===== src/hw/rtl/bst_pkg.sv =====
// Shared types and constants for the bitmap slot table.
`timescale 1ns / 1ps

package bst_pkg;

  localparam int KEY_W   = 64;
  localparam int SLOT_W  = 6;
  localparam int CNT_W   = 7;
  localparam int STAT_W  = 2;

  localparam logic [CNT_W-1:0] CNT_MAX = 7'd127;

  localparam logic OP_ADD    = 1'b0;
  localparam logic OP_DELETE = 1'b1;

  localparam logic [STAT_W-1:0] STAT_OK        = 2'd0;
  localparam logic [STAT_W-1:0] STAT_FULL      = 2'd1;
  localparam logic [STAT_W-1:0] STAT_NOT_FOUND = 2'd2;

  typedef struct packed {
    logic             operation;
    logic [KEY_W-1:0] entry_key;
  } in_t;

  typedef struct packed {
    logic [STAT_W-1:0] status;
    logic [SLOT_W-1:0] slot_index;
    logic [CNT_W-1:0]  live_count;
  } out_t;

  typedef enum logic [1:0] {
    CS_CLEAR,
    CS_IDLE,
    CS_SCAN
  } ctrl_state_t;

  typedef struct packed {
    logic clear;
    logic load;
    logic scan_adv;
    logic finish;
  } ctrl_cmd_t;

  typedef struct packed {
    logic clear_last;
    logic scan_end;
  } dp_sts_t;

endpackage


===== src/hw/rtl/bitmap_slot_table_add_delete_unit.sv =====
// Top level of the bitmap slot table with add and delete requests.
`timescale 1ns / 1ps

// Channel   Direction  Payload  Handshake
// in_       input      in_t     in_valid / in_ready
// out_      output     out_t    out_valid / out_ready
//
// A request scans the slot memory from slot 0 in order, one slot per cycle, and
// stops at the first slot that serves it or at the last slot.
// After reset a clearing pass writes every slot before in_ready rises.
// A result waiting on out_ready lets the next request be taken and scanned;
// that scan holds at its final slot until the output register is free.

module bitmap_slot_table_add_delete_unit
  import bst_pkg::*;
#(
  parameter int SLOT_COUNT = 64,
  parameter int KEY_BITS   = 64
) (
  input  logic clk,
  input  logic rst_n,
  input  logic in_valid,
  output logic in_ready,
  input  in_t  in_data,
  output logic out_valid,
  input  logic out_ready,
  output out_t out_data
);

  ctrl_cmd_t cmd;
  dp_sts_t   sts;

  bst_ctrl u_ctrl (
    .clk       (clk),
    .rst_n     (rst_n),
    .in_valid  (in_valid),
    .in_ready  (in_ready),
    .out_valid (out_valid),
    .out_ready (out_ready),
    .sts       (sts),
    .cmd       (cmd)
  );

  bst_datapath #(
    .SLOT_COUNT (SLOT_COUNT),
    .KEY_BITS   (KEY_BITS)
  ) u_datapath (
    .clk      (clk),
    .rst_n    (rst_n),
    .in_data  (in_data),
    .cmd      (cmd),
    .sts      (sts),
    .out_data (out_data)
  );

endmodule


===== src/hw/rtl/bst_ctrl.sv =====
// Controller state machine for the bitmap slot table.
`timescale 1ns / 1ps

module bst_ctrl
  import bst_pkg::*;
(
  input  logic      clk,
  input  logic      rst_n,
  input  logic      in_valid,
  output logic      in_ready,
  output logic      out_valid,
  input  logic      out_ready,
  input  dp_sts_t   sts,
  output ctrl_cmd_t cmd
);

  ctrl_state_t state_r, state_nxt;
  logic        out_valid_r, out_valid_nxt;
  logic        out_free;

  always_ff @(posedge clk) begin
    if (!rst_n) begin
      state_r     <= CS_CLEAR;
      out_valid_r <= 1'b0;
    end else begin
      state_r     <= state_nxt;
      out_valid_r <= out_valid_nxt;
    end
  end

  always_comb begin
    state_nxt     = state_r;
    out_valid_nxt = out_valid_r;
    cmd           = '0;
    in_ready      = 1'b0;
    out_free      = !out_valid_r || out_ready;
    if (out_valid_r && out_ready) begin
      out_valid_nxt = 1'b0;
    end
    case (state_r)
      CS_CLEAR: begin
        cmd.clear = 1'b1;
        if (sts.clear_last) begin
          state_nxt = CS_IDLE;
        end
      end
      CS_IDLE: begin
        in_ready = 1'b1;
        if (in_valid) begin
          cmd.load  = 1'b1;
          state_nxt = CS_SCAN;
        end
      end
      CS_SCAN: begin
        if (sts.scan_end) begin
          if (out_free) begin
            cmd.finish    = 1'b1;
            out_valid_nxt = 1'b1;
            state_nxt     = CS_IDLE;
          end
        end else begin
          cmd.scan_adv = 1'b1;
        end
      end
      default: begin
        state_nxt = CS_CLEAR;
      end
    endcase
  end

  assign out_valid = out_valid_r;

endmodule


===== src/hw/rtl/bst_datapath.sv =====
// Datapath for the bitmap slot table: slot memory, scan pipeline, counts and result.
`timescale 1ns / 1ps

module bst_datapath
  import bst_pkg::*;
#(
  parameter int SLOT_COUNT = 64,
  parameter int KEY_BITS   = 64
) (
  input  logic      clk,
  input  logic      rst_n,
  input  in_t       in_data,
  input  ctrl_cmd_t cmd,
  output dp_sts_t   sts,
  output out_t      out_data
);

  localparam int IW = $clog2(SLOT_COUNT);
  localparam logic [IW-1:0] LAST_IDX = IW'(SLOT_COUNT - 1);

  logic [KEY_BITS:0]   mem [SLOT_COUNT];
  logic [KEY_BITS:0]   rd_data_r;
  logic                mem_we;
  logic [IW-1:0]       mem_wa;
  logic [KEY_BITS:0]   mem_wd;

  logic [IW-1:0]       issue_idx_r, issue_idx_nxt;
  logic [IW-1:0]       chk_idx_r;
  logic                chk_valid_r, chk_valid_nxt;
  logic                op_r;
  logic [KEY_BITS-1:0] key_r;
  logic [CNT_W-1:0]    occ_r, occ_nxt;
  logic [CNT_W-1:0]    freed_r, freed_nxt;
  out_t                res_r;

  logic                rd_occ;
  logic [KEY_BITS-1:0] rd_key;
  logic                hit;
  logic                commit;
  logic [SLOT_W+IW-1:0] slot_ext;

  assign rd_occ = rd_data_r[KEY_BITS];
  assign rd_key = rd_data_r[KEY_BITS-1:0];
  assign hit    = chk_valid_r &&
                  ((op_r == OP_ADD) ? !rd_occ : (rd_occ && (rd_key == key_r)));
  assign commit = cmd.finish && hit;

  assign sts.scan_end   = chk_valid_r && (hit || (chk_idx_r == LAST_IDX));
  assign sts.clear_last = (issue_idx_r == LAST_IDX);

  assign mem_we = cmd.clear || commit;
  assign mem_wa = cmd.clear ? issue_idx_r : chk_idx_r;
  assign mem_wd = cmd.clear ? '0 : {(op_r == OP_ADD), key_r};

  always_ff @(posedge clk) begin
    if (mem_we) begin
      mem[mem_wa] <= mem_wd;
    end
    if (cmd.scan_adv) begin
      rd_data_r <= mem[issue_idx_r];
    end
  end

  always_comb begin
    issue_idx_nxt = issue_idx_r;
    chk_valid_nxt = chk_valid_r;
    if (cmd.load) begin
      issue_idx_nxt = '0;
      chk_valid_nxt = 1'b0;
    end else if (cmd.clear) begin
      issue_idx_nxt = (issue_idx_r == LAST_IDX) ? '0 : IW'(issue_idx_r + 1'b1);
    end else if (cmd.scan_adv) begin
      chk_valid_nxt = 1'b1;
      if (issue_idx_r != LAST_IDX) begin
        issue_idx_nxt = IW'(issue_idx_r + 1'b1);
      end
    end
  end

  always_comb begin
    occ_nxt   = occ_r;
    freed_nxt = freed_r;
    if (commit) begin
      if (op_r == OP_ADD) begin
        occ_nxt   = (occ_r < CNT_MAX) ? CNT_W'(occ_r + 1'b1) : CNT_MAX;
        freed_nxt = (freed_r != '0) ? CNT_W'(freed_r - 1'b1) : '0;
      end else begin
        occ_nxt   = (occ_r != '0) ? CNT_W'(occ_r - 1'b1) : '0;
        freed_nxt = (freed_r < CNT_MAX) ? CNT_W'(freed_r + 1'b1) : CNT_MAX;
      end
    end
  end

  assign slot_ext = {{SLOT_W{1'b0}}, chk_idx_r};

  always_ff @(posedge clk) begin
    if (!rst_n) begin
      issue_idx_r <= '0;
      chk_valid_r <= 1'b0;
      occ_r       <= '0;
      freed_r     <= '0;
    end else begin
      issue_idx_r <= issue_idx_nxt;
      chk_valid_r <= chk_valid_nxt;
      occ_r       <= occ_nxt;
      freed_r     <= freed_nxt;
    end
  end

  always_ff @(posedge clk) begin
    if (cmd.load) begin
      op_r  <= in_data.operation;
      key_r <= in_data.entry_key[KEY_BITS-1:0];
    end
    if (cmd.scan_adv) begin
      chk_idx_r <= issue_idx_r;
    end
    if (cmd.finish) begin
      res_r.live_count <= occ_nxt;
      if (hit) begin
        res_r.status     <= STAT_OK;
        res_r.slot_index <= slot_ext[SLOT_W-1:0];
      end else begin
        res_r.status     <= (op_r == OP_ADD) ? STAT_FULL : STAT_NOT_FOUND;
        res_r.slot_index <= '0;
      end
    end
  end

  assign out_data = res_r;

  a_del_lowers_count: assert property (@(posedge clk) disable iff (!rst_n)
    (commit && (op_r == OP_DELETE) && (occ_r != '0)) |=> (occ_r == $past(occ_r) - 1'b1))
    else $error("delete did not lower the live count");

  a_add_raises_count: assert property (@(posedge clk) disable iff (!rst_n)
    (commit && (op_r == OP_ADD) && (occ_r != CNT_MAX)) |=> (occ_r == $past(occ_r) + 1'b1))
    else $error("add did not raise the live count");

  a_miss_keeps_counts: assert property (@(posedge clk) disable iff (!rst_n)
    (cmd.finish && !hit) |=> ($stable(occ_r) && $stable(freed_r)))
    else $error("failed request changed the counts");

  a_full_only_on_add: assert property (@(posedge clk) disable iff (!rst_n)
    (cmd.finish && !hit && (op_r == OP_ADD)) |=> (res_r.status == STAT_FULL))
    else $error("failed add did not report full");

endmodule


===== config.mk =====
export PLATFORM = sky130hd
export DESIGN_NAME = bitmap_slot_table_add_delete_unit
export DESIGN_NICKNAME = d
export VERILOG_FILES = /design/src/hw/rtl/bst_pkg.sv /design/src/hw/rtl/bitmap_slot_table_add_delete_unit.sv /design/src/hw/rtl/bst_ctrl.sv /design/src/hw/rtl/bst_datapath.sv
export SDC_FILE = /design/constraint.sdc
export NUM_CORES = 2
export LEC_CHECK = 0
export BUFFER_PORTS_ARGS = -buffer_cell sky130_fd_sc_hd__buf_2
export CAP_MARGIN = 25
export CORE_ASPECT_RATIO = 2
export CORE_MARGIN = 5
export CORE_UTILIZATION = 44
export DETAILED_ROUTE_END_ITERATION = 10
export HOLD_SLACK_MARGIN = 0.1
export PLACE_DENSITY_LB_ADDON = 0.2
export SLEW_MARGIN = 20
export SYNTH_ARGS = -nofsm -noshare
export SYNTH_HDL_FRONTEND = slang
export SYNTH_MEMORY_MAX_BITS = 65536
export SYNTH_SLANG_ARGS = --single-unit
export TNS_END_PERCENT = 30

===== constraint.sdc =====
create_clock -name clk -period 6.95 [get_ports clk]
set_input_delay 0.3475 -clock clk [delete_from_list [all_inputs] [get_ports clk]]
set_output_delay 0.3475 -clock clk [all_outputs]
set_load 0.02 [all_outputs]

Yosys cells after proc, flatten, opt, wreduce, memory -nomap -nowiden
Memories as Yosys holds them, arrays and structs flattened. A register that Yosys moved wholly into a read port is not among the register bits.
Cells that the tools add are included.
- flip-flop bits (word level): 103
- bits in writable memories: 4160
- bits of input ports: 69
- output and inout port bits: 17
- word-level logic and storage cells: 78
- memories: 1
- memory list (memory ; depth ; bits a word ; read ports ; clocked after memory_dff ; wr ports ; RTL line ; RTL):
    u_datapath.mem ; 64 ; 65 ; 1 ; 1 ; 1 ; bst_datapath.sv:21 ; logic [KEY_BITS:0] mem [SLOT_COUNT];
- add/subtract/negate cells: 3
- $lt $le $gt $ge: 1
- eq/ne operators: 10
- multiplexer cells: 31
- bitwise logic cells: 3
- reductions and logical operators: 18
- operator list (operator ; count):
    65-bit 2-to-1 mux ; 1
    64-bit equality test ; 1
    6-bit 2-to-1 mux ; 5
    7-bit 2-to-1 mux ; 4
    1-bit 2-to-1 mux ; 14
    6-bit equality test (second input constant) ; 2
    2-bit 2-to-1 mux ; 6
    7-bit by 1-bit adder with 7-bit output (second input constant) ; 1
    7-bit less-than comparator (second input constant) ; 1
    7-bit nonzero test ; 1
    7-bit by 1-bit subtractor with 7-bit output (second input constant) ; 1
    6-bit by 1-bit adder with 6-bit output (second input constant) ; 1
    2-bit inequality test (second input constant) ; 3
    6-bit inequality test (second input constant) ; 1
    2-bit one-hot mux with 3 select lines ; 1
    1-bit logical AND ; 5
    2-bit AND reduction ; 2
    4-bit AND reduction ; 1
    2-bit nonzero test ; 2
    1-bit logical OR ; 3
    1-bit inverter ; 3
    2-bit by 1-bit equality test with 1-bit output (second input constant) ; 1
    2-bit equality test (second input constant) ; 1
    1-bit zero test ; 2
    3 further kinds ; 3

Depth between registers and ports, before layout
- word-level depth: 12
- gate-level depth with buffers: 9
- mapped depth without buffers: 9

Cells and area by module
Synthesis repeated with hierarchy kept, for this count alone.
- cell total of the unflattened synthesis: 6429
- area, all modules: 164312.6 um^2
- by module, submodules not included (module ; times used ; cells each ; area each (um^2)):
    bst_datapath ; 1 ; 6412 ; 164163.7
    bst_ctrl ; 1 ; 17 ; 148.9

Least setup slack after synthesis
No wires, ideal clock.
- path type: reg2reg
- start: reg u_datapath.key_r[29]
- end: mem u_datapath.mem[40][0] (netlist name), enable pin
- arrival: 5060 ps
- required time: 6460 ps
- path slack: 1400 ps
- cell stages (with the launch flop): 10
- path buffers: 1
- period minus slack after synthesis: 5550 ps
- cell sequence: edfxtp_1 nor2b_1 a2111o_1 nor4_1 nand4_1 o41ai_4 a32oi_1 or2_1 buf_6 nor2_1
- word-level cells in the longest chain between the ends: 12
- RTL lines (what ; RTL line ; RTL):
    from (decl) ; bst_datapath.sv:31 ; logic [KEY_BITS-1:0] key_r;
    from (signal assigned) ; bst_datapath.sv:113 ; key_r <= in_data.entry_key[KEY_BITS-1:0];
    64-bit equality test (*) ; bst_datapath.sv:45 ; ((op_r == OP_ADD) ? !rd_occ : (rd_occ && (rd_key == key_r)));
    1-bit logical AND (*) ; bst_datapath.sv:45 ;
    1-bit 2-to-1 mux (*) ; bst_datapath.sv:45 ;
    1-bit logical AND (*) ; bst_datapath.sv:44 ; assign hit = chk_valid_r &&
    1-bit logical OR ; bst_datapath.sv:48 ; assign sts.scan_end = chk_valid_r && (hit || (chk_idx_r == LAST_IDX));
    1-bit logical AND ; bst_datapath.sv:48 ;
    1-bit 2-to-1 mux ; bst_ctrl.sv:55 ; if (sts.scan_end) begin
    2-bit 2-to-1 mux ; bst_ctrl.sv:40 ; case (state_r)
    1-bit logical AND (*) ; bst_datapath.sv:46 ; assign commit = cmd.finish && hit;
    1-bit logical OR (*) ; bst_datapath.sv:51 ; assign mem_we = cmd.clear || commit;
    1-bit 2-to-1 mux (*) ; bst_datapath.sv:56 ; if (mem_we) begin
    1-bit 2-to-1 mux (implied by the code) (*) ; bst_datapath.sv:57 ; mem[mem_wa] <= mem_wd;
    to (decl) ; bst_datapath.sv:21 ;
Mark *: on every way between the ends. The rest lies on a longest branch, timed or not.

Worst setup path after layout
- start: reg u_datapath.key_r[26]
- end: mem u_datapath.mem[19][28] (netlist name), enable pin
The elaborated chain is that of the path after synthesis.

==> impl_metrics.json <==
{
  "rsz0062_at_grt": "false",
  "synth.lib_cells_used.distinct": 54,
  "crit_chain": "xnor2_1 -> o221ai_1 -> nor4_1 -> nand4_1 -> o41ai_4 -> a21oi_1 -> nand2b_1 -> nor2_4 -> buf_12",
  "grt_usage_pct": 22.81,
  "pwr-share-clk_pct": 39.4,
  "htreeDepth": 5,
  "r2r_setup_slack_ps": 2440,
  "timing.rr.end": "u_datapath.mem[19][28]$_DFFE_PP_",
  "dp.cells": 11440,
  "vias": 73480,
  "hold_start": "in_data[64]",
  "synth.avg_cell_area_um2": 25.44,
  "internal_power_uw": 41070,
  "seq_power_share_pct": 54.5,
  "synth_area_um2": 164500,
  "ir_worst_vdd_mv": 0.1776,
  "die-area_um2": 386900,
  "holdPathStages": 2,
  "grt_max_degree": 137,
  "power.share.switching_pct": 21.39,
  "clock-root-buffer": "clkbuf_16",
  "dr.pass1.iters": 5,
  "dr.first_iter.drc_count": 8191,
  "rows": 317,
  "cts_tree": "yes",
  "clk_latency_ps": 960,
  "final_design_area_no_fill_um2": 185600,
  "syn-num-nets": 6538,
  "nNetsFinal": 7009,
  "yosys_warnings": 0,
  "cellLeakagePower_uw": 0.06017,
  "hold_slack_ps": 200.3,
  "period_share_pct": 64.89,
  "n_fill_cell": 28990,
  "combPwrFrac_pct": 6.0,
  "period_minus_slack_ps": 4510,
  "synth_edf_count": 4311,
  "hpwl_um": 280900,
  "fmax_mhz": 221.7,
  "power.density_nw_per_um2": 281.5,
  "slowest_delay_ps": 840,
  "cp_slowest_cell": "nor2_4",
  "avgRoutedWirePerCell_um": 36.53,
  "yosys.area.top_type": "edfxtp_1",
  "yosysMostFrequentCell": "edfxtp_1",
  "netlist.area_leader.share_pct": 78.71,
  "tns_ps": 0,
  "drc_errors": 0,
  "synth_area_leaders": "edfxtp_1, mux4_2, clkbuf_1",
  "hold_viol_final": 0,
  "synth-seq-area-share_pct": 78.92,
  "cap_violations": 0,
  "slew_headroom_pct": 26.95,
  "syn_to_final_growth_pct": 12.84,
  "setup_viol": 0,
  "clk_pin_slew_ps": 70,
  "gp_congestion": 0.8456,
  "fp.coreArea_um2": 372400,
  "synth_ff_type": "edfxtp_1",
  "outcome": "finished clean",
  "die_y_um": 874.6,
  "ys_ff_latch": 4328,
  "cp_max_fo": 23,
  "drt_wl_total_um": 445500,
  "drt.antenna.violating_nets": 0,
  "port_buffers": 85,
  "fin_cells": 12200,
  "cp.required_ps": 7560,
  "grt_pass1_vias": 75610,
  "cts.path.max_buffers": 4,
  "worstRegToRegCells": 9,
  "clock_sinks": 4328,
  "ys_top_cells_by_count": "edfxtp_1, mux4_2, clkbuf_1",
  "finalMaxSlewViolations": 0,
  "hold_path.class": "in2reg",
  "start_util_pct": 44.16,
  "worst_slew_pin_slew_ps": 1096,
  "endpoint_kind": "flop",
  "numCtsBuffers": 367,
  "cts_setup_buffers": 0,
  "p_switching_uw": 11180,
  "die_width_um": 442.3,
  "antenna_found_initial": 62,
  "arrival_ps": 5120,
  "grt_overflow_total": 0,
  "path_class": "reg2reg",
  "syn_inst": 6466,
  "fin_worst_skew_ps": 53.42,
  "grt_pass1_wl_um": 618700,
  "postSynth.asyncResetShare_pct": 0,
  "cp-start-kind": "flop",
  "place_area_um2": 173100,
  "avgViaCountPerCell": 6.025,
  "final_layout_size_suffix_gt1_share_pct": 32.39,
  "ios": 86,
  "min_to": "u_datapath.op_r$_DFFE_PP_",
  "r2r-start": "u_datapath.key_r[26]$_DFFE_PP_"
}
cell families after synthesis:
| group | share of synthesized area (%) |
|---|---|
| XOR/XNOR | 0.2503 |
| AND/OR/NAND/NOR | 0.9304 |
| AO/OA/AOI/OAI | 0.2769 |
| multiplexers | 18.72 |
| buffers and inverters | 0.8832 |
| adder cells (fa/ha/maj) | 0.02283 |
| flip-flops | 78.92 |
sequential cells by signal, indices dropped and copies added, names as in the netlist:
register / flops
u_datapath.chk_valid_r: 1
u_datapath.mem: 4160
u_datapath.out_data: 15
u_datapath.key_r: 64
u_ctrl.state_r: 2
u_datapath.issue_idx_r: 6
u_ctrl.out_valid: 1
u_datapath.occ_r: 7
u_datapath.chk_idx_r: 6
u_datapath.op_r: 1
u_datapath.rd_data_r: 65
layer usage:
layer / global-route usage [%] / wire, µm
met1: 29.37 / 165700
met4: 6.807 / 14980
met5: 0 / 87
met3: 2.765 / 26230
met2: 40.91 / 238500
repair_timing:
action | 4_1_cts | 5_1_grt
gates resized for setup | 0 | 0
hold buffers | 68 | 0
hold endpoints to repair | 81 | 0
area by class of cell:
class,count,area (µm²),share of cell area [%]
clock buffer,432,9618,5.183
sequential,4328,129800,69.95
multi-input combinational,1780,33790,18.21
timing repair buffer,434,3892,2.098
tap,4944,6186,3.333
antenna,33,82.58,0.04450
clock inverter,219,2090,1.126
inverter,26,107.6,0.05798
worst max path at each step:
stage                                        start                                to  slack, ps  depth (start not counted)
finish              u_datapath.key_r[26]$_DFFE_PP_  u_datapath.mem[19][28]$_DFFE_PP_       2440                          9
global route        u_datapath.key_r[26]$_DFFE_PP_  u_datapath.mem[19][28]$_DFFE_PP_       2260                          9
CTS                 u_datapath.key_r[26]$_DFFE_PP_  u_datapath.mem[19][28]$_DFFE_PP_       2410                          9
detailed placement  u_datapath.key_r[26]$_DFFE_PP_  u_datapath.mem[19][48]$_DFFE_PP_       2430                          9
global placement    u_datapath.key_r[26]$_DFFE_PP_  u_datapath.mem[63][25]$_DFFE_PP_       2080                          9
floorplan           u_datapath.key_r[29]$_DFFE_PP_   u_datapath.mem[40][0]$_DFFE_PP_       1400                          9
layout by cell type (no fill, tap or decap), types with 18 or more instances in the layout:
| cell | n |
|---|---|
| dlygate4sd3_1 | 68 |
| clkbuf_16 | 375 |
| xnor2_1 | 33 |
| nand2b_1 | 23 |
| nand4_1 | 18 |
| bufinv_16 | 37 |
| inv_1 | 24 |
| clkbuf_1 | 55 |
| nand2_1 | 36 |
| mux4_2 | 1365 |
| nor2_4 | 72 |
| and2_1 | 59 |
| clkinvlp_4 | 19 |
| clkinv_1 | 85 |
| diode_2 | 33 |
| nor2_1 | 20 |
| buf_12 | 52 |
| buf_2 | 85 |
| edfxtp_1 | 4311 |
| clkinv_2 | 61 |
| buf_4 | 225 |
per-stage QoR:
step           setup WS, ps  total power (µW)  utilization [%]
2_1_floorplan          1400             30870                -
3_3_place_gp           2079             32220            46.46
3_5_place_dp           2432             32230            46.48
4_1_cts                2405             52720            49.80
5_1_grt                2265             53740            49.82
6_report               2440             52250            49.83
worst max-delay path, delay by kind of cell (launching register included):
family	cells	cell delay, ps
flip-flops	1	410
AND/OR/NAND/NOR	4	2410
buffers and inverters	1	270
XOR/XNOR	1	180
AO/OA/AOI/OAI	3	900
power groups by stage:
stage	clock network (µW)	logic [µW]	registers, µW
6_report	20600	3140	28500
3_3_place_gp	0	3160	29100
3_5_place_dp	0	3160	29100
4_1_cts	21000	3200	28500
5_1_grt	22000	3230	28500
2_1_floorplan	0	1840	29000
No activity file was read; power rests on OpenSTA's default activity.
